--- src/rtl/core/ppsc_pkg.sv ---
// Shared types, prefix tables and codes for the path prefix severity classifier.
`default_nettype none

package ppsc_pkg;

   localparam int unsigned RULE_COUNT      = 9;
   localparam int unsigned PREFIX_MAX      = 17;
   localparam int unsigned WINDOW_BYTES    = 5;
   localparam int unsigned SSH_SEARCH_SPAN = 128;
   localparam int unsigned RULE_HOME       = 4;

   localparam logic [7:0]  CHAR_SLASH = 8'h2F;
   localparam logic [7:0]  CHAR_DOT   = 8'h2E;
   localparam logic [7:0]  CHAR_S     = 8'h73;
   localparam logic [7:0]  CHAR_H     = 8'h68;

   localparam logic [31:0] WRITE_LIKE_MASK = 32'h0000_0243;

   localparam logic [2:0]  LEVEL_MEDIUM   = 3'd2;
   localparam logic [2:0]  LEVEL_HIGH     = 3'd3;
   localparam logic [2:0]  LEVEL_CRITICAL = 3'd4;

   // Prefix characters, zero padded to the longest rule.
   localparam logic [7:0] PREFIX_TEXT [RULE_COUNT][PREFIX_MAX] = '{
      '{8'h2F, 8'h65, 8'h74, 8'h63, 8'h2F, 8'h73, 8'h68, 8'h61, 8'h64, 8'h6F, 8'h77,
        8'h00, 8'h00, 8'h00, 8'h00, 8'h00, 8'h00},
      '{8'h2F, 8'h65, 8'h74, 8'h63, 8'h2F, 8'h73, 8'h75, 8'h64, 8'h6F, 8'h65, 8'h72,
        8'h73, 8'h00, 8'h00, 8'h00, 8'h00, 8'h00},
      '{8'h2F, 8'h65, 8'h74, 8'h63, 8'h2F, 8'h70, 8'h61, 8'h73, 8'h73, 8'h77, 8'h64,
        8'h00, 8'h00, 8'h00, 8'h00, 8'h00, 8'h00},
      '{8'h2F, 8'h72, 8'h6F, 8'h6F, 8'h74, 8'h2F, 8'h2E, 8'h73, 8'h73, 8'h68, 8'h00,
        8'h00, 8'h00, 8'h00, 8'h00, 8'h00, 8'h00},
      '{8'h2F, 8'h68, 8'h6F, 8'h6D, 8'h65, 8'h2F, 8'h00, 8'h00, 8'h00, 8'h00, 8'h00,
        8'h00, 8'h00, 8'h00, 8'h00, 8'h00, 8'h00},
      '{8'h2F, 8'h70, 8'h72, 8'h6F, 8'h63, 8'h2F, 8'h6B, 8'h63, 8'h6F, 8'h72, 8'h65,
        8'h00, 8'h00, 8'h00, 8'h00, 8'h00, 8'h00},
      '{8'h2F, 8'h70, 8'h72, 8'h6F, 8'h63, 8'h2F, 8'h73, 8'h79, 8'h73, 8'h2F, 8'h6B,
        8'h65, 8'h72, 8'h6E, 8'h65, 8'h6C, 8'h00},
      '{8'h2F, 8'h76, 8'h61, 8'h72, 8'h2F, 8'h6C, 8'h6F, 8'h67, 8'h2F, 8'h61, 8'h75,
        8'h74, 8'h68, 8'h2E, 8'h6C, 8'h6F, 8'h67},
      '{8'h2F, 8'h76, 8'h61, 8'h72, 8'h2F, 8'h6C, 8'h6F, 8'h67, 8'h2F, 8'h73, 8'h65,
        8'h63, 8'h75, 8'h72, 8'h65, 8'h00, 8'h00}
   };

   localparam logic [7:0] PREFIX_LEN [RULE_COUNT] = '{
      8'd11, 8'd12, 8'd11, 8'd10, 8'd6, 8'd11, 8'd16, 8'd17, 8'd15
   };

   localparam logic [2:0] RULE_SEVERITY [RULE_COUNT] = '{
      LEVEL_CRITICAL, LEVEL_CRITICAL, LEVEL_MEDIUM, LEVEL_CRITICAL, LEVEL_HIGH,
      LEVEL_CRITICAL, LEVEL_HIGH, LEVEL_MEDIUM, LEVEL_MEDIUM
   };

   // Handshake control seen by every cell.
   typedef struct packed {
      logic accept;
      logic last;
   } ctrl_type;

   // Byte under test and its position in the path.
   typedef struct packed {
      logic [7:0] data;
      logic [7:0] pos;
   } step_type;

   // Priority chain between rule cells: first matching rule wins.
   typedef struct packed {
      logic       hit;
      logic [3:0] index;
   } hit_type;

endpackage

`default_nettype wire

--- src/rtl/core/ppsc_channels.sv ---
// Valid/ready channel interfaces for request, response and register write.
`default_nettype none

interface ppsc_req_if;
   logic        valid;
   logic        ready;
   logic [7:0]  path_byte;
   logic        last_byte;
   logic [31:0] process_id;
   logic [31:0] open_flags;

   modport source (output valid, output path_byte, output last_byte,
                   output process_id, output open_flags, input ready);
   modport sink   (input valid, input path_byte, input last_byte,
                   input process_id, input open_flags, output ready);
endinterface

interface ppsc_rsp_if;
   logic        valid;
   logic        ready;
   logic [2:0]  severity;
   logic [3:0]  rule_index;
   logic        raised_by_write;

   modport source (output valid, output severity, output rule_index,
                   output raised_by_write, input ready);
   modport sink   (input valid, input severity, input rule_index,
                   input raised_by_write, output ready);
endinterface

interface ppsc_csr_if;
   logic        valid;
   logic        ready;
   logic [31:0] target_process;

   modport source (output valid, output target_process, input ready);
   modport sink   (input valid, input target_process, output ready);
endinterface

`default_nettype wire

--- src/rtl/core/ppsc_byte_cell.sv ---
// One byte stage of the recent-byte window; shifts toward its neighbor on each accepted byte, clears on the last.
`default_nettype none

module ppsc_byte_cell (
   input  wire logic               clock,
   input  wire logic               reset,
   input  wire ppsc_pkg::ctrl_type ctrl,
   input  wire logic [7:0]         byte_in,
   output logic [7:0]              byte_out
);
   import ppsc_pkg::*;

   logic [7:0] byte_ff;
   logic [7:0] byte_in_mux;

   always_comb begin
      byte_in_mux = byte_ff;
      if (ctrl.accept) begin
         byte_in_mux = ctrl.last ? 8'h00 : byte_in;
      end
   end

   always_ff @(posedge clock) begin
      if (reset) begin
         byte_ff <= 8'h00;
      end else begin
         byte_ff <= byte_in_mux;
      end
   end

   assign byte_out = byte_ff;

endmodule

`default_nettype wire

--- src/rtl/core/ppsc_rule_cell.sv ---
// One prefix rule: alive bit, per-byte compare and a link in the priority chain.
`default_nettype none

module ppsc_rule_cell #(
   parameter int unsigned RULE = 0
) (
   input  wire logic               clock,
   input  wire logic               reset,
   input  wire ppsc_pkg::ctrl_type ctrl,
   input  wire ppsc_pkg::step_type step,
   input  wire logic               qualify,
   input  wire ppsc_pkg::hit_type  chain_in,
   output ppsc_pkg::hit_type       chain_out
);
   import ppsc_pkg::*;

   localparam logic [7:0] LEN = PREFIX_LEN[RULE];

   logic       alive_ff;
   logic       alive_in;
   logic [4:0] char_idx;
   logic       mismatch;
   logic       match;

   always_comb begin
      char_idx = (step.pos < 8'(PREFIX_MAX)) ? step.pos[4:0] : 5'd0;
      mismatch = (step.pos < LEN) && (PREFIX_TEXT[RULE][char_idx] != step.data);
      alive_in = alive_ff && !mismatch;
      match    = alive_in && (step.pos >= LEN - 8'd1) && qualify;
   end

   // Pass an earlier hit through; otherwise claim the slot on a match.
   always_comb begin
      chain_out = chain_in;
      if (!chain_in.hit && match) begin
         chain_out.hit   = 1'b1;
         chain_out.index = 4'(RULE);
      end
   end

   always_ff @(posedge clock) begin
      if (reset) begin
         alive_ff <= 1'b1;
      end else if (ctrl.accept) begin
         alive_ff <= ctrl.last ? 1'b1 : alive_in;
      end
   end

endmodule

`default_nettype wire

--- src/rtl/core/path_prefix_severity_classifier.sv ---
// Top level of the path prefix severity classifier.
//
// Requests carry one path character each on req_chan; last_byte marks the
// final one, and process_id and open_flags are sampled with it. Each character
// is compared by a row of nine rule cells and shifted into a row of five
// byte cells that spot a "/.ssh" segment. On the final character the
// priority chain through the rule cells picks the first matching rule, and a
// response (severity, rule_index, raised_by_write) is loaded into the output
// register and shown on rsp_chan in the cycle after that request. Unmatched
// paths and filtered processes give no response.
// Throughput is one request per cycle; req_chan.ready drops only while a
// response sits in the output register and rsp_chan.ready is low, so a stalled
// receiver stalls the path stream and nothing is lost.
// csr_chan writes the process filter (zero passes every process); it is
// always ready and should be written only when the block is idle.
// Synchronous reset clears the path state and the filter; no clearing pass.
`default_nettype none

module path_prefix_severity_classifier (
   input wire logic   clock,
   input wire logic   reset,
   ppsc_req_if.sink   req_chan,
   ppsc_rsp_if.source rsp_chan,
   ppsc_csr_if.sink   csr_chan
);
   import ppsc_pkg::*;

   ctrl_type   ctrl;
   step_type   step;
   logic [7:0] pos_ff;
   logic [7:0] pos_in;
   logic       seen_ff;
   logic       seen_in;
   logic       seen_now;
   logic       seg_slash;
   logic       seg_end;
   logic       pat_now;
   logic       pat_new;
   logic [31:0] target_ff;
   logic       skip;
   logic       emit;
   logic       write_like;
   logic [2:0] sev_base;

   logic [7:0] win [WINDOW_BYTES];
   hit_type    chain [RULE_COUNT + 1];

   logic       rsp_valid_ff;
   logic [2:0] severity_ff;
   logic [3:0] rule_ff;
   logic       raised_ff;

   assign req_chan.ready = !rsp_valid_ff || rsp_chan.ready;
   assign csr_chan.ready = 1'b1;

   assign ctrl.accept = req_chan.valid && req_chan.ready;
   assign ctrl.last   = req_chan.last_byte;
   assign step.data   = req_chan.path_byte;
   assign step.pos    = pos_ff;

   // Window of recent bytes: cell 0 holds the newest.
   for (genvar k = 0; k < WINDOW_BYTES; k++) begin : g_win
      if (k == 0) begin : g_head
         ppsc_byte_cell u_cell (
            .clock    (clock),
            .reset    (reset),
            .ctrl     (ctrl),
            .byte_in  (req_chan.path_byte),
            .byte_out (win[k])
         );
      end else begin : g_tail
         ppsc_byte_cell u_cell (
            .clock    (clock),
            .reset    (reset),
            .ctrl     (ctrl),
            .byte_in  (win[k-1]),
            .byte_out (win[k])
         );
      end
   end

   always_comb begin
      pat_now = (win[4] == CHAR_SLASH) && (win[3] == CHAR_DOT) && (win[2] == CHAR_S)
             && (win[1] == CHAR_S) && (win[0] == CHAR_H);
      pat_new = (win[3] == CHAR_SLASH) && (win[2] == CHAR_DOT) && (win[1] == CHAR_S)
             && (win[0] == CHAR_S) && (req_chan.path_byte == CHAR_H);
      seg_slash = (req_chan.path_byte == CHAR_SLASH) && pat_now && (pos_ff >= 8'd5)
               && ({1'b0, pos_ff} < 9'(SSH_SEARCH_SPAN + 5));
      seg_end = req_chan.last_byte && pat_new && (pos_ff >= 8'd4)
             && ({1'b0, pos_ff} < 9'(SSH_SEARCH_SPAN + 4));
      seen_now = seen_ff || seg_slash || seg_end;
      seen_in  = seen_ff;
      pos_in   = pos_ff;
      if (ctrl.accept) begin
         seen_in = req_chan.last_byte ? 1'b0 : (seen_ff || seg_slash);
         if (req_chan.last_byte) begin
            pos_in = 8'd0;
         end else if (pos_ff != 8'hFF) begin
            pos_in = pos_ff + 8'd1;
         end
      end
   end

   assign chain[0] = '{hit: 1'b0, index: 4'd0};

   for (genvar r = 0; r < RULE_COUNT; r++) begin : g_rule
      ppsc_rule_cell #(
         .RULE (r)
      ) u_cell (
         .clock     (clock),
         .reset     (reset),
         .ctrl      (ctrl),
         .step      (step),
         .qualify   ((r == RULE_HOME) ? seen_now : 1'b1),
         .chain_in  (chain[r]),
         .chain_out (chain[r+1])
      );
   end

   always_comb begin
      skip       = (target_ff != 32'd0) && (req_chan.process_id != target_ff);
      emit       = ctrl.accept && req_chan.last_byte && chain[RULE_COUNT].hit && !skip;
      write_like = (req_chan.open_flags & WRITE_LIKE_MASK) != 32'd0;
      sev_base   = RULE_SEVERITY[chain[RULE_COUNT].index];
   end

   always_ff @(posedge clock) begin
      if (reset) begin
         pos_ff       <= 8'd0;
         seen_ff      <= 1'b0;
         target_ff    <= 32'd0;
         rsp_valid_ff <= 1'b0;
      end else begin
         pos_ff  <= pos_in;
         seen_ff <= seen_in;
         if (csr_chan.valid) begin
            target_ff <= csr_chan.target_process;
         end
         if (req_chan.ready) begin
            rsp_valid_ff <= emit;
         end
      end
   end

   // Load the response payload only with a new result; hold it while stalled.
   always_ff @(posedge clock) begin
      if (emit) begin
         rule_ff <= chain[RULE_COUNT].index;
         if (write_like && (sev_base != LEVEL_CRITICAL)) begin
            severity_ff <= LEVEL_CRITICAL;
            raised_ff   <= 1'b1;
         end else begin
            severity_ff <= sev_base;
            raised_ff   <= 1'b0;
         end
      end
   end

   assign rsp_chan.valid           = rsp_valid_ff;
   assign rsp_chan.severity        = severity_ff;
   assign rsp_chan.rule_index      = rule_ff;
   assign rsp_chan.raised_by_write = raised_ff;

endmodule

`default_nettype wire

--- src/flat_wrapper.sv ---
// flat-port wrapper written by rule: the top's interface ports become plain ports
module path_prefix_severity_classifier_flat import ppsc_pkg::*;
  (clock, reset, req_chan_valid, req_chan_path_byte, req_chan_last_byte, req_chan_process_id, req_chan_open_flags, req_chan_ready, rsp_chan_valid, rsp_chan_severity, rsp_chan_rule_index, rsp_chan_raised_by_write, rsp_chan_ready, csr_chan_valid, csr_chan_target_process, csr_chan_ready);
  ppsc_req_if req_chan_i ();
  ppsc_rsp_if rsp_chan_i ();
  ppsc_csr_if csr_chan_i ();
  input wire logic clock;
  input wire logic reset;
  input wire logic [$bits(req_chan_i.valid)-1:0] req_chan_valid;
  input wire logic [$bits(req_chan_i.path_byte)-1:0] req_chan_path_byte;
  input wire logic [$bits(req_chan_i.last_byte)-1:0] req_chan_last_byte;
  input wire logic [$bits(req_chan_i.process_id)-1:0] req_chan_process_id;
  input wire logic [$bits(req_chan_i.open_flags)-1:0] req_chan_open_flags;
  output wire logic [$bits(req_chan_i.ready)-1:0] req_chan_ready;
  output wire logic [$bits(rsp_chan_i.valid)-1:0] rsp_chan_valid;
  output wire logic [$bits(rsp_chan_i.severity)-1:0] rsp_chan_severity;
  output wire logic [$bits(rsp_chan_i.rule_index)-1:0] rsp_chan_rule_index;
  output wire logic [$bits(rsp_chan_i.raised_by_write)-1:0] rsp_chan_raised_by_write;
  input wire logic [$bits(rsp_chan_i.ready)-1:0] rsp_chan_ready;
  input wire logic [$bits(csr_chan_i.valid)-1:0] csr_chan_valid;
  input wire logic [$bits(csr_chan_i.target_process)-1:0] csr_chan_target_process;
  output wire logic [$bits(csr_chan_i.ready)-1:0] csr_chan_ready;
  assign req_chan_i.valid = req_chan_valid;
  assign req_chan_i.path_byte = req_chan_path_byte;
  assign req_chan_i.last_byte = req_chan_last_byte;
  assign req_chan_i.process_id = req_chan_process_id;
  assign req_chan_i.open_flags = req_chan_open_flags;
  assign req_chan_ready = req_chan_i.ready;
  assign rsp_chan_valid = rsp_chan_i.valid;
  assign rsp_chan_severity = rsp_chan_i.severity;
  assign rsp_chan_rule_index = rsp_chan_i.rule_index;
  assign rsp_chan_raised_by_write = rsp_chan_i.raised_by_write;
  assign rsp_chan_i.ready = rsp_chan_ready;
  assign csr_chan_i.valid = csr_chan_valid;
  assign csr_chan_i.target_process = csr_chan_target_process;
  assign csr_chan_ready = csr_chan_i.ready;
  path_prefix_severity_classifier u_core (.clock(clock), .reset(reset), .req_chan(req_chan_i), .rsp_chan(rsp_chan_i), .csr_chan(csr_chan_i));
endmodule
--- config.mk ---
export PLATFORM = sky130hd
export DESIGN_NAME = path_prefix_severity_classifier_flat
export DESIGN_NICKNAME = d
export VERILOG_FILES = /design/src/rtl/core/ppsc_pkg.sv /design/src/rtl/core/ppsc_channels.sv /design/src/rtl/core/ppsc_byte_cell.sv /design/src/rtl/core/ppsc_rule_cell.sv /design/src/rtl/core/path_prefix_severity_classifier.sv /design/src/flat_wrapper.sv
export SDC_FILE = /design/constraint.sdc
export NUM_CORES = 1
export LEC_CHECK = 0
export BUFFER_PORTS_ARGS = -buffer_cell sky130_fd_sc_hd__buf_2
export CORE_MARGIN = 3
export CORE_UTILIZATION = 50
export DETAILED_ROUTE_END_ITERATION = 8
export PLACE_DENSITY_LB_ADDON = 0.08
export SLEW_MARGIN = 20
export SYNTH_ARGS = -nofsm -noshare
export SYNTH_HDL_FRONTEND = slang
export SYNTH_SLANG_ARGS = --single-unit
--- constraint.sdc ---
create_clock -name clock -period 10 [get_ports clock]
set_input_delay 2 -clock clock [delete_from_list [all_inputs] [get_ports clock]]
set_output_delay 2 -clock clock [all_outputs]
set_load 0.005 [all_outputs]
## Word level (Yosys, flattened, before mapping)

Memories as Yosys holds them, arrays and structs flattened.
Index checks and enable logic that the tools add are counted.

| storage, ports and cells | value |
|---|---|
| output and inout bits | 11 |
| bits in read-only memories | 2,352 |
| register bits after elaboration | 99 |
| word-level logic and storage cells | 205 |
| bits of input ports | 110 |
| memories | 10 |

| operators by class | value |
|---|---|
| magnitude comparators | 19 |
| muxes and demuxes | 48 |
| bitwise operators | 2 |
| reductions and logical operators | 82 |
| equality and inequality tests | 22 |
| $add $sub $neg | 1 |

Memories:

| name | words | bits a word | rd ports | clocked after Yosys merged registers in | wr ports | RTL line | text |
|---|---|---|---|---|---|---|---|
| (no name shown) | 32 | 8 | 1 | 0 | 0 | ppsc_rule_cell.sv:27 | `mismatch = (step.pos < LEN) && (PREFIX_TEXT[RULE][char_idx] != step.data);` |
| (no name shown) | 32 | 8 | 1 | 0 | 0 | ppsc_rule_cell.sv:27 |  |
| (no name shown) | 32 | 8 | 1 | 0 | 0 | ppsc_rule_cell.sv:27 |  |
| (no name shown) | 32 | 8 | 1 | 0 | 0 | ppsc_rule_cell.sv:27 |  |
| (no name shown) | 32 | 8 | 1 | 0 | 0 | ppsc_rule_cell.sv:27 |  |
| (no name shown) | 32 | 8 | 1 | 0 | 0 | ppsc_rule_cell.sv:27 |  |
| +4 memories | - | - | - | - | - | - |  |

Operators with widths:

| operator | count |
|---|---|
| 8-bit two-way mux | 25 |
| 8-bit != test | 9 |
| 32-bit nonzero test | 2 |
| 1-bit logical AND | 56 |
| 5-bit two-way mux | 10 |
| 8-bit by 6-bit equality test with 1-bit output, second input constant | 5 |
| 8-bit by 7-bit equality test with 1-bit output, second input constant | 5 |
| 8-bit by 4-bit greater-or-equal comparator with 1-bit output, second input constant | 5 |
| 8-bit by 4-bit less-than comparator with 1-bit output, second input constant | 4 |
| 32-bit != test | 1 |
| 1-bit logical NOT | 19 |
| 8-bit by 3-bit greater-or-equal comparator with 1-bit output, second input constant | 2 |
| 8-bit by 5-bit less-than comparator with 1-bit output, second input constant | 2 |
| 8-bit less-than comparator, second input constant | 2 |
| 1-bit two-way mux | 11 |
| 8-bit by 1-bit adder with 8-bit output, second input constant | 1 |
| 8-bit by 5-bit greater-or-equal comparator with 1-bit output, second input constant | 1 |
| 8-bit by 3-bit less-than comparator with 1-bit output, second input constant | 1 |
| 8-bit != test, second input constant | 1 |
| 6-bit greater-or-equal comparator, second input constant | 1 |
| 3-bit two-way mux | 2 |
| 5-bit NOT with 6-bit output | 1 |
| 5-bit greater-or-equal comparator, second input constant | 1 |
| 4-bit NOT with 5-bit output | 1 |
| 4 further kinds | 6 |

## Depth between registers and ports, before layout

Gate-level depths: netlist of the first run.

| logic depth | value |
|---|---|
| word-level depth | 43 |
| depth in mapped cells | 18 |
| depth with buffers taken out | 16 |

## Cells and area by module

Synthesis of the first run repeated with hierarchy kept, for this count alone.

| second synthesis, totals | value |
|---|---|
| cells, all modules | 1,172 |
| area, all modules | 9,511.6 µm² |

By module, submodules not included:

| module | area an instance (µm²) | instances | cells each |
|---|---|---|---|
| path_prefix_severity_classifier | 2,586.2 | 1 | 274 |
| ppsc_byte_cell | 340.3 | 5 | 34 |
| ppsc_rule_cell at u_core.g_rule[2].u_cell | 698.2 | 1 | 89 |
| ppsc_rule_cell at u_core.g_rule[3].u_cell | 680.7 | 1 | 93 |
| ppsc_rule_cell at u_core.g_rule[6].u_cell | 641.9 | 1 | 87 |
| ppsc_rule_cell at u_core.g_rule[5].u_cell | 590.6 | 1 | 86 |
| ppsc_rule_cell at u_core.g_rule[1].u_cell | 586.8 | 1 | 82 |
| ppsc_rule_cell at u_core.g_rule[7].u_cell | 554.3 | 1 | 80 |
| ppsc_rule_cell at u_core.g_rule[0].u_cell | 550.5 | 1 | 80 |
| ppsc_rule_cell at u_core.g_rule[8].u_cell | 525.5 | 1 | 77 |
| ppsc_rule_cell at u_core.g_rule[4].u_cell | 395.4 | 1 | 54 |

## Worst setup path before layout of the first run

No wires, ideal clock.

| timing path | value |
|---|---|
| kind | input port to flip-flop |
| start | input req_chan_path_byte[5] |
| end | register u_core.raised_ff, in the netlist u_core.rsp_chan.raised_by_write (enable) |
| arrival time | 4,048 ps |
| slack | 5,618 ps |
| path buffers | 1 |
| stages on the path | 9 |
| library setup time | 334 ps |
| path through | clkbuf_1 o21ai_0 or3_1 o22ai_1 o2111ai_1 o41ai_1 o22ai_1 nand2_1 o31a_1 |

| between the ends | value |
|---|---|
| word-level cells in the longest chain between the ends | 32 |
| elaborated cells between the ends (all ways) | 84 |
| those cells by class | 11 x eq/ne; 9 x mux; 64 x reduce/logical |

RTL lines:

| element | RTL line | text |
|---|---|---|
| start, declared | flat_wrapper.sv:10 | `input wire logic [$bits(req_chan_i.path_byte)-1:0] req_chan_path_byte;` |
| 8-bit != test | ppsc_rule_cell.sv:27 |  |
| 1-bit logical AND | ppsc_rule_cell.sv:27 |  |
| 1-bit logical NOT | ppsc_rule_cell.sv:28 | `alive_in = alive_ff && !mismatch;` |
| 1-bit logical AND | ppsc_rule_cell.sv:28 |  |
| 1-bit logical AND | ppsc_rule_cell.sv:29 | `match = alive_in && (step.pos >= LEN - 8'd1) && qualify;` |
| 5-bit two-way mux | ppsc_rule_cell.sv:35 | `if (!chain_in.hit && match) begin` |
| 1-bit logical NOT | ppsc_rule_cell.sv:35 |  |
| 1-bit logical AND | ppsc_rule_cell.sv:35 |  |
| [... 16 more ...] | - |  |
| 1-bit logical NOT | ppsc_rule_cell.sv:35 |  |
| 1-bit logical AND | ppsc_rule_cell.sv:35 |  |
| 5-bit two-way mux | ppsc_rule_cell.sv:35 |  |
| 1-bit logical NOT | ppsc_rule_cell.sv:35 |  |
| 1-bit logical AND | ppsc_rule_cell.sv:35 |  |
| 5-bit two-way mux * | ppsc_rule_cell.sv:35 |  |
| 1-bit logical AND * (2 in series) | path_prefix_severity_classifier.sv:122 | `emit = ctrl.accept && req_chan.last_byte && chain[RULE_COUNT].hit && !skip;` |
| via u_core.emit | path_prefix_severity_classifier.sv:41 | `logic emit;` |
| end signal, assigned | path_prefix_severity_classifier.sv:151 | `raised_ff <= 1'b1;` |
| end signal, assigned | path_prefix_severity_classifier.sv:154 | `raised_ff <= 1'b0;` |
| end, declared | path_prefix_severity_classifier.sv:51 | `logic raised_ff;` |

The timed path passes the listed nets; every way through them passes the cells marked *.
A chain may end at the register's enable or synchronous reset.

## Worst setup path in the final report of the first run

| timing path | value |
|---|---|
| start | register u_core.pos_ff[7] |
| end | register u_core.rule_ff[2], in the netlist u_core.rsp_chan.rule_index[2] (enable) |

| between the ends | value |
|---|---|
| word-level cells in the longest chain between the ends | 38 |
| elaborated cells between the ends (all ways) | 125 |
| those cells by class | 17 x order compare; 9 x eq/ne; 28 x mux; 1 x bitwise; 61 x reduce/logical; 9 x memory |

RTL lines:

| element | RTL line | text |
|---|---|---|
| start, declared | path_prefix_severity_classifier.sv:30 | `logic [7:0] pos_ff;` |
| start signal, assigned | path_prefix_severity_classifier.sv:134 | `pos_ff <= pos_in;` |
| 8-bit by 5-bit less-than comparator with 1-bit output | ppsc_rule_cell.sv:26, ppsc_rule_cell.sv:27 |  |
| 5-bit two-way mux | ppsc_rule_cell.sv:26 | `char_idx = (step.pos < 8'(PREFIX_MAX)) ? step.pos[4:0] : 5'd0;` |
| 5-bit NOT with 6-bit output (not written as such) | ppsc_rule_cell.sv:27 |  |
| memory read 32 x 8 bit | - |  |
| 8-bit two-way mux (not written as such) (2 in series) | ppsc_rule_cell.sv:27 |  |
| 8-bit != test | ppsc_rule_cell.sv:27 |  |
| 1-bit logical AND | ppsc_rule_cell.sv:27 |  |
| 1-bit logical NOT | ppsc_rule_cell.sv:28 |  |
| [... 21 more ...] | - |  |
| 1-bit logical NOT | ppsc_rule_cell.sv:35 |  |
| 1-bit logical AND | ppsc_rule_cell.sv:35 |  |
| 5-bit two-way mux | ppsc_rule_cell.sv:35 |  |
| 1-bit logical NOT | ppsc_rule_cell.sv:35 |  |
| 1-bit logical AND | ppsc_rule_cell.sv:35 |  |
| 5-bit two-way mux * | ppsc_rule_cell.sv:35 |  |
| 1-bit logical AND * (2 in series) | path_prefix_severity_classifier.sv:122 |  |
| via u_core.emit | path_prefix_severity_classifier.sv:41 |  |
| end signal, assigned | path_prefix_severity_classifier.sv:148 | `rule_ff <= chain[RULE_COUNT].index;` |
| end, declared | path_prefix_severity_classifier.sv:50 | `logic [3:0] rule_ff;` |

The timed path passes the listed nets; every way through them passes the cells marked *. The select of a mux whose other input is x is not followed.

==> metrics.csv, run 1 <==
stage,metric,value,unit
timing,setup_viol,0,
die,io_pins,121,
timing,tns,0,ns
clocking,insertion_delay,0.35,ns
setup_path,path_max_fanout,19,
place,place.gp.congestion,1.01,
grt,overflow,0,
place,hpwl,16900,um
timing,fin_crit_sh,55.1,%
timing,worst_slack,4.49,ns
die,rows,42,
die,core,13300,sq um
route,drc,0,
clocking,ctsHoldBuffers,0,
timing,max_slew_margin,38.8,%
route,drt_iter0_drc,701,
synthesis,synthArstFlopShare,0,%
synthesis,yosys.area.top_type,dfxtp_1,
place,dpl_cell_area,7330,sq um
timing,whs,0.454,ns
clocking,cts_setup_buffers,0,
route,route.vias.total,7085,
run,drv_cap,0,
synthesis,ys_types,89,
setup_path,timing.critical_path.slowest_stage_cell,or3_1,
setup_path,critPathLaunchType,flop,
clocking,cts_buffers,9,
hold_path,hold_path.class,flop to flop,
grt,grt_max_degree,50,
timing,finalHoldViolCount,0,
clocking,cts.root.buffer_cell,clkbuf_16,
pwr,peakVddDrop,0.0962,mV
route,drt-total-wl,23400,um
place,post-place-ws,4.64,ns
finish,fin_area,7640,sq um
die,start_util,51.5,%
route,first_pass_iters,5,
grt,grt_pass1_vias,6694,
timing,worstMarginPinSlew,0.918,ns
place,io_buffer_count,91,
synthesis,ys.flop_type,dfxtp_1,
die,die_h,123,um
timing,drv_slew,0,
setup_path,cpPeakStageDelay,0.80,ns
clocking,ctsLongestPathBuffers,2,
clocking,path_clk_slew,0.07,ns
synthesis,synth_nets,1012,
synthesis,synth_top_area_share,26.5,%
setup_path,crit_buf_inv,2,
timing,grt_setup_unrepaired,no,
timing,period_needed,5.51,ns
route,routedWlPerCell,20.9,um
synthesis,syn_area_per_cell,7.73,sq um
synthesis,postSynthRegisterBits,99,
clocking,ctsHtreeMaxLevel,3,
synthesis,ys_warn_count,0,
timing,fmax,181,MHz
setup_path,cp_top_family,simple AND/OR/NAND/NOR gates,
die,dieArea,15200,sq um
grt,grt_pass1_wl,36600,um
clocking,cts_tree,done,
finish,fin_nets,1059,
setup_path,critical_path_class,flop to flop,
finish,areaGrowthSynthToFinish,11.2,%
pwr,leakage,3.06,nW
clocking,clkSinkCount,99,
setup_path,crit_chain,or3_1 -> a21oi_1 -> nand2_1 -> inv_1 -> ha_1 -> inv_1 -> or4_1 -> nand4_1 -> xor2_1 -> nand4_1 -> o31ai_1 -> o311ai_0 -> or3b_2 -> o31a_1,
finish,drive_gt1_share,15.0,%
run_status,outcome,"finished, final reports clean",
pwr,p_per_area,121,nW/um^2
synthesis,netlist_instances,889,
route,ant_nets,0,
synthesis,synth-edff-count,8,
setup_path,worstPathRequired,10.00,ns
setup_path,critPathArrivalTime,5.51,ns
grt,antenna_found_initial,1,
clocking,post_cts_resized,0,
setup_path,crit_path_end_kind,flop,
finish,utilization,57.2,%
synthesis,synthesis.area,6870,sq um
grt,grtUsageTotal,31.1,%
die,dieWidth,123,um
synthesis,synth_area_leaders,"dfxtp_1 27%, nand2_1 7.3%, a21oi_1 5.5%, mux2i_1 5.2%, xor2_1 5.2%",
timing,clock_skew,0.0113,ns
synthesis,ys_seq_area_share,30.0,%
route,routed_via_density,6.34,
stage by stage:
stage | instances | power (mW)
after floorplan | 889 | 0.521
final | 1118 | 0.926
after detailed placement | 1101 | 0.571
after CTS | 1117 | 0.930
after global placement | 1101 | 0.569
after global routing | 1118 | 0.962
worst min-delay path: cells and delay by family, from the launching register on:
| kind | cells | cell delay, ns |
|---|---|---|
| AO/OA/AOI/OAI | 1 | 0.05 |
| flip-flops | 1 | 0.31 |
| AND/OR/NAND/NOR | 1 | 0.05 |
registers in the layout, summed over array words and instances, names as in the netlist:
signal                               count
u_core.rsp_chan.valid                    1
u_core.seen_ff                           1
u_core.pos_ff                            8
u_core.rsp_chan.raised_by_write          1
u_core.rsp_chan.rule_index               4
u_core.rsp_chan.severity                 3
u_core.g_rule.u_cell.alive_ff            9
u_core.g_win.g_head.u_cell.byte_out      8
u_core.g_win.g_tail.u_cell.byte_out     32
u_core.target_ff                        32
cells by family after synthesis:
logic type	after synthesis	synth area share, %
muxes	38	5.57
and+or+nand+nor	371	27.3
DFF	99	30.0
buffers and inverters	79	5.05
AOI/OAI and AO/OA	227	21.8
other	1	0.0546
adders and majority gates	13	2.37
xor gates and xnor gates	61	7.78
where the power goes:
part           switching (mW)  internal, mW  total, mW  leakage (nW)
logic                  0.0862        0.0558      0.142          2.10
clock network           0.162         0.198      0.360         0.145
registers              0.0126         0.411      0.424         0.816
total                   0.261         0.665      0.926          3.06
layout make-up:
cell class | count | area (sq um)
timing repair buffer | 102 | 538
multi-input combinational | 711 | 4460
tap | 176 | 220
sequential | 99 | 2060
fill | 1264 | 5710
antenna | 1 | 2.50
inverter | 13 | 48.8
clock buffer | 9 | 225
clock inverter | 7 | 80.1
final timing paths:
path / endpoint / from / cells past startpoint / slack (ns)
max reg2reg: u_core.rsp_chan.rule_index[2] / u_core.pos_ff[7] / 14 / 4.49
max: u_core.rsp_chan.rule_index[2] / u_core.pos_ff[7] / 14 / 4.49
min reg2reg: u_core.g_win[4].g_tail.u_cell.byte_out[0] / u_core.g_win[4].g_tail.u_cell.byte_out[0] / 2 / 0.45
min: u_core.g_win[4].g_tail.u_cell.byte_out[0] / u_core.g_win[4].g_tail.u_cell.byte_out[0] / 2 / 0.45
layer usage:
metal | up-vias | track usage, % | part of all wire (%)
met2 | 350 | 48.1 | 46
met1 | 3355 | 41.6 | 41
met5 | - | 0 | 0
met3 | 68 | 5.76 | 8.4
li1 | 3312 | - | -
met4 | 0 | 15.6 | 4.5
cells in the mapped netlist, drive strengths merged (5+ instances only):
cell,number
nor2,80
a21oi,76
nand2,134
and3,10
o21ai,47
a211o,5
and2,8
a211oi,5
dfxtp,91
o22ai,9
nor2b,5
nand2b,13
o31ai,8
clkbuf,41
edfxtp,8
xnor2,20
a21o,7
buf,25
nor3,18
inv,12
ha,13
a22oi,7
xor2,41
mux2i,36
nand4,15
nand3,15
or3,9
nor4,27
cells in the final DEF, fill, tap and decap left out, types with 9 or more instances in the layout:
master     netlist  routed
nand2_1        134     134
buf_2            9      91
dfxtp_1         91      91
nor2_1          77      77
a21oi_1         76      76
o21ai_0         43      43
xor2_1          41      41
mux2i_1         36      36
nor4_1          27      27
xnor2_1         20      20
nor3_1          16      16
nand3_1         15      15
nand4_1         15      15
nand2b_1        13      13
ha_1            13      13
inv_1           12      12
buf_4            4      11
and3_1          10      10
clkbuf_16        0       9
(Power assumes the default switching activity.)
==> run 2: changes to the inputs <==
--- a/config.mk
+++ b/config.mk
@@ -5,6 +5,7 @@
 export SDC_FILE = /design/constraint.sdc
 export NUM_CORES = 1
 export LEC_CHECK = 0
+export ABC_AREA = 1
 export BUFFER_PORTS_ARGS = -buffer_cell sky130_fd_sc_hd__buf_2
 export CORE_MARGIN = 3
 export CORE_UTILIZATION = 50
==> constraint.sdc (replaced) <==
create_clock -name clock -period 5.5 [get_ports clock]
set_input_delay 1.1 -clock clock [delete_from_list [all_inputs] [get_ports clock]]
set_output_delay 1.1 -clock clock [all_outputs]
set_load 0.005 [all_outputs]
==> run 2 against run 1 <==
Compared with the run above:
- count of clock-buffer cells in the layout is 2 higher
- combinational power increased by 98%
- sequential power up 87%
- first-iteration DRC count fell by 0.86%
- critical path type unchanged
- largest power group unchanged
==> metrics.csv, run 2 <==
stage,metric,value,unit
route,drt-total-wl,19300,um
finish,drive_gt1_share,14.8,%
timing,max_slew_margin,47.1,%
synthesis,yosys.area.top_type,dfxtp_1,
setup_path,critPathArrivalTime,4.42,ns
timing,clock_skew,0.00973,ns
grt,grt_pass1_vias,6114,
clocking,insertion_delay,0.35,ns
finish,antenna_cells,0,
place,post-place-ws,1.21,ns
die,dieArea,14500,sq um
synthesis,syn_area_per_cell,6.50,sq um
route,routed_via_density,5.54,
pwr,pwr-share-clk,35.8,%
setup_path,critPathLaunchType,flop,
clocking,ctsHoldBuffers,0,
synthesis,synthTopCellsByCount,"219 x nand2_1, 149 x nor2_1, 91 x dfxtp_1",
grt,overflow,0,
route,route.vias.total,6900,
pwr,peakVddDrop,0.200,mV
pwr,seq_power_share,47.5,%
timing,tns,0,ns
die,io_pins,121,
setup_path,crit_path_end_kind,flop,
grt,antenna_found_initial,0,
timing,finalHoldViolCount,0,
hold_path,hold_path.class,flop to flop,
pwr,p_per_area,228,nW/um^2
clocking,post_cts_resized,0,
synthesis,synth-edff-count,8,
route,first_pass_iters,7,
run_status,outcome,"finished, final reports clean",
clocking,cts.root.buffer_cell,clkbuf_16,
die,dieWidth,120,um
timing,whs,0.463,ns
die,start_util,51.4,%
die,die_h,120,um
clocking,cts_buffers,9,
pwr,power_switching,480,uW
timing,fin_crit_sh,79.7,%
setup_path,reg2reg_slack,1.12,ns
synthesis,synthArstFlopShare,0,%
setup_path,worstPathRequired,5.53,ns
finish,fill_cells,1358,
timing,drv_slew,0,
die,core,12700,sq um
synthesis,ys_types,42,
finish,areaGrowthSynthToFinish,12.0,%
grt,grt_max_degree,62,
synthesis,ys.flop_type,dfxtp_1,
clocking,clkSinkCount,99,
finish,fin_nets,1192,
route,routedWlPerCell,15.5,um
synthesis,synth_area_leaders,"dfxtp_1 28%, nand2_1 13%, nor2_1 8.5%, nand3_1 6.8%, inv_1 4.9%",
setup_path,path_max_fanout,9,
pwr,p_int,1.19,mW
grt,grt_pass1_wl,31100,um
route,ant_nets,0,
pwr,finalPower,1.67,mW
timing,fmax,228,MHz
grt,grtUsageTotal,26.6,%
timing,worstMarginPinSlew,0.793,ns
route,drc,0,
timing,setup_viol,0,
timing,grt_setup_unrepaired,no,
place,dpl_cell_area,7050,sq um
clocking,ctsHtreeMaxLevel,3,
timing,worst_slack,1.12,ns
clocking,ctsLongestPathBuffers,2,
route,drt_iter0_drc,695,
synthesis,yosysMostFrequentCell,nand2_1,
finish,stdcell_count,1246,
die,rows,41,
synthesis,ys_seq_area_share,31.5,%
finish,fin_area,7330,sq um
place,place.gp.congestion,0.985,
place,io_buffer_count,91,
place,placed_cells,1230,
finish,final_common_cell,nand2_1,
synthesis,synth_top_area_share,27.8,%
timing,period_needed,4.38,ns
pwr,leakage,3.49,nW
clocking,cts_tree,done,
run,drv_cap,0,
clocking,path_clk_slew,0.07,ns
synthesis,postSynthRegisterBits,99,
finish,mostFrequentLayoutCells,"219 x nand2_1, 149 x nor2_1, 91 x buf_2, 91 x dfxtp_1, 89 x nand3_1",
clocking,cts_setup_buffers,0,
pwr,p_sw_share,28.7,%
synthesis,synth_nets,1130,
synthesis,ys_warn_count,0,
finish,utilization,57.6,%
place,hpwl,14300,um
pwr,combinationalPowerShare,16.8,%
setup_path,critical_path_class,flop to flop,
synthesis,netlist_instances,1007,
synthesis,synthesis.area,6540,sq um
==> run 2: final timing paths <==
kind	startpoint	end	depth (start not counted)
setup / recovery	u_core.pos_ff[0]	u_core.rsp_chan.rule_index[0]	23
hold / removal	u_core.g_rule[2].u_cell.alive_ff	u_core.g_rule[2].u_cell.alive_ff	2
setup reg to reg	u_core.pos_ff[0]	u_core.rsp_chan.rule_index[0]	23
hold reg to reg	u_core.g_rule[2].u_cell.alive_ff	u_core.g_rule[2].u_cell.alive_ff	2
==> run 2: cells by family (layout without fill, tap and decap cells) <==
family | count (synthesis) | count (layout) | share of synthesized area, %
AO/OA/AOI/OAI | 141 | 141 | 12.9
other | 1 | 1 | 0.0573
AND/OR/NAND/NOR | 566 | 566 | 39.0
adder cells (fa/ha/maj) | 13 | 13 | 2.49
XOR/XNOR | 36 | 36 | 4.82
buffers and inverters | 151 | 218 | 9.18
flip-flops | 99 | 99 | 31.5
==> run 2: worst max-delay path, stage by stage (launching register included) <==
cell	delay, ns
dfxtp_1	0.39
inv_1	0.21
ha_1	0.28
a21oi_2	0.10
nor2_4	0.22
nand2_1	0.18
inv_1	0.22
ha_1	0.37
nand4_1	0.35
nand4_1	0.20
nand2_1	0.10
inv_1	0.09
nand3_1	0.09
nor2_1	0.11
nand3_1	0.14
nand2_1	0.11
nand3_1	0.11
nand2_1	0.16
nor2_2	0.05
nand4_1	0.09
nor2_1	0.07
nand2_1	0.08
nand3_1	0.10
inv_1	0.26
==> run 2: metal layers <==
metal	GRT usage (%)	wire length (um)
met1	38.7	9000
met2	40.7	8490
met3	5.10	1550
met4	6.80	262
met5	0	0
==> run 2: area by class of cell <==
class | instances | area, sq um | share of cell area, %
sequential | 99 | 2060 | 28.1
tap | 172 | 215 | 2.94
clock buffer | 11 | 243 | 3.31
multi-input combinational | 757 | 3880 | 53.0
timing repair buffer | 96 | 493 | 6.73
inverter | 106 | 398 | 5.43
clock inverter | 5 | 37.5 | 0.512
==> run 2: power groups by stage <==
| stage | registers (mW) | clock network, mW | logic, mW |
|---|---|---|---|
| final | 0.794 | 0.598 | 0.281 |
| after global routing | 0.798 | 0.644 | 0.317 |
| after detailed placement | 0.809 | 0 | 0.276 |
| after global placement | 0.809 | 0 | 0.275 |
| after floorplan | 0.800 | 0 | 0.196 |
| after CTS | 0.793 | 0.616 | 0.278 |
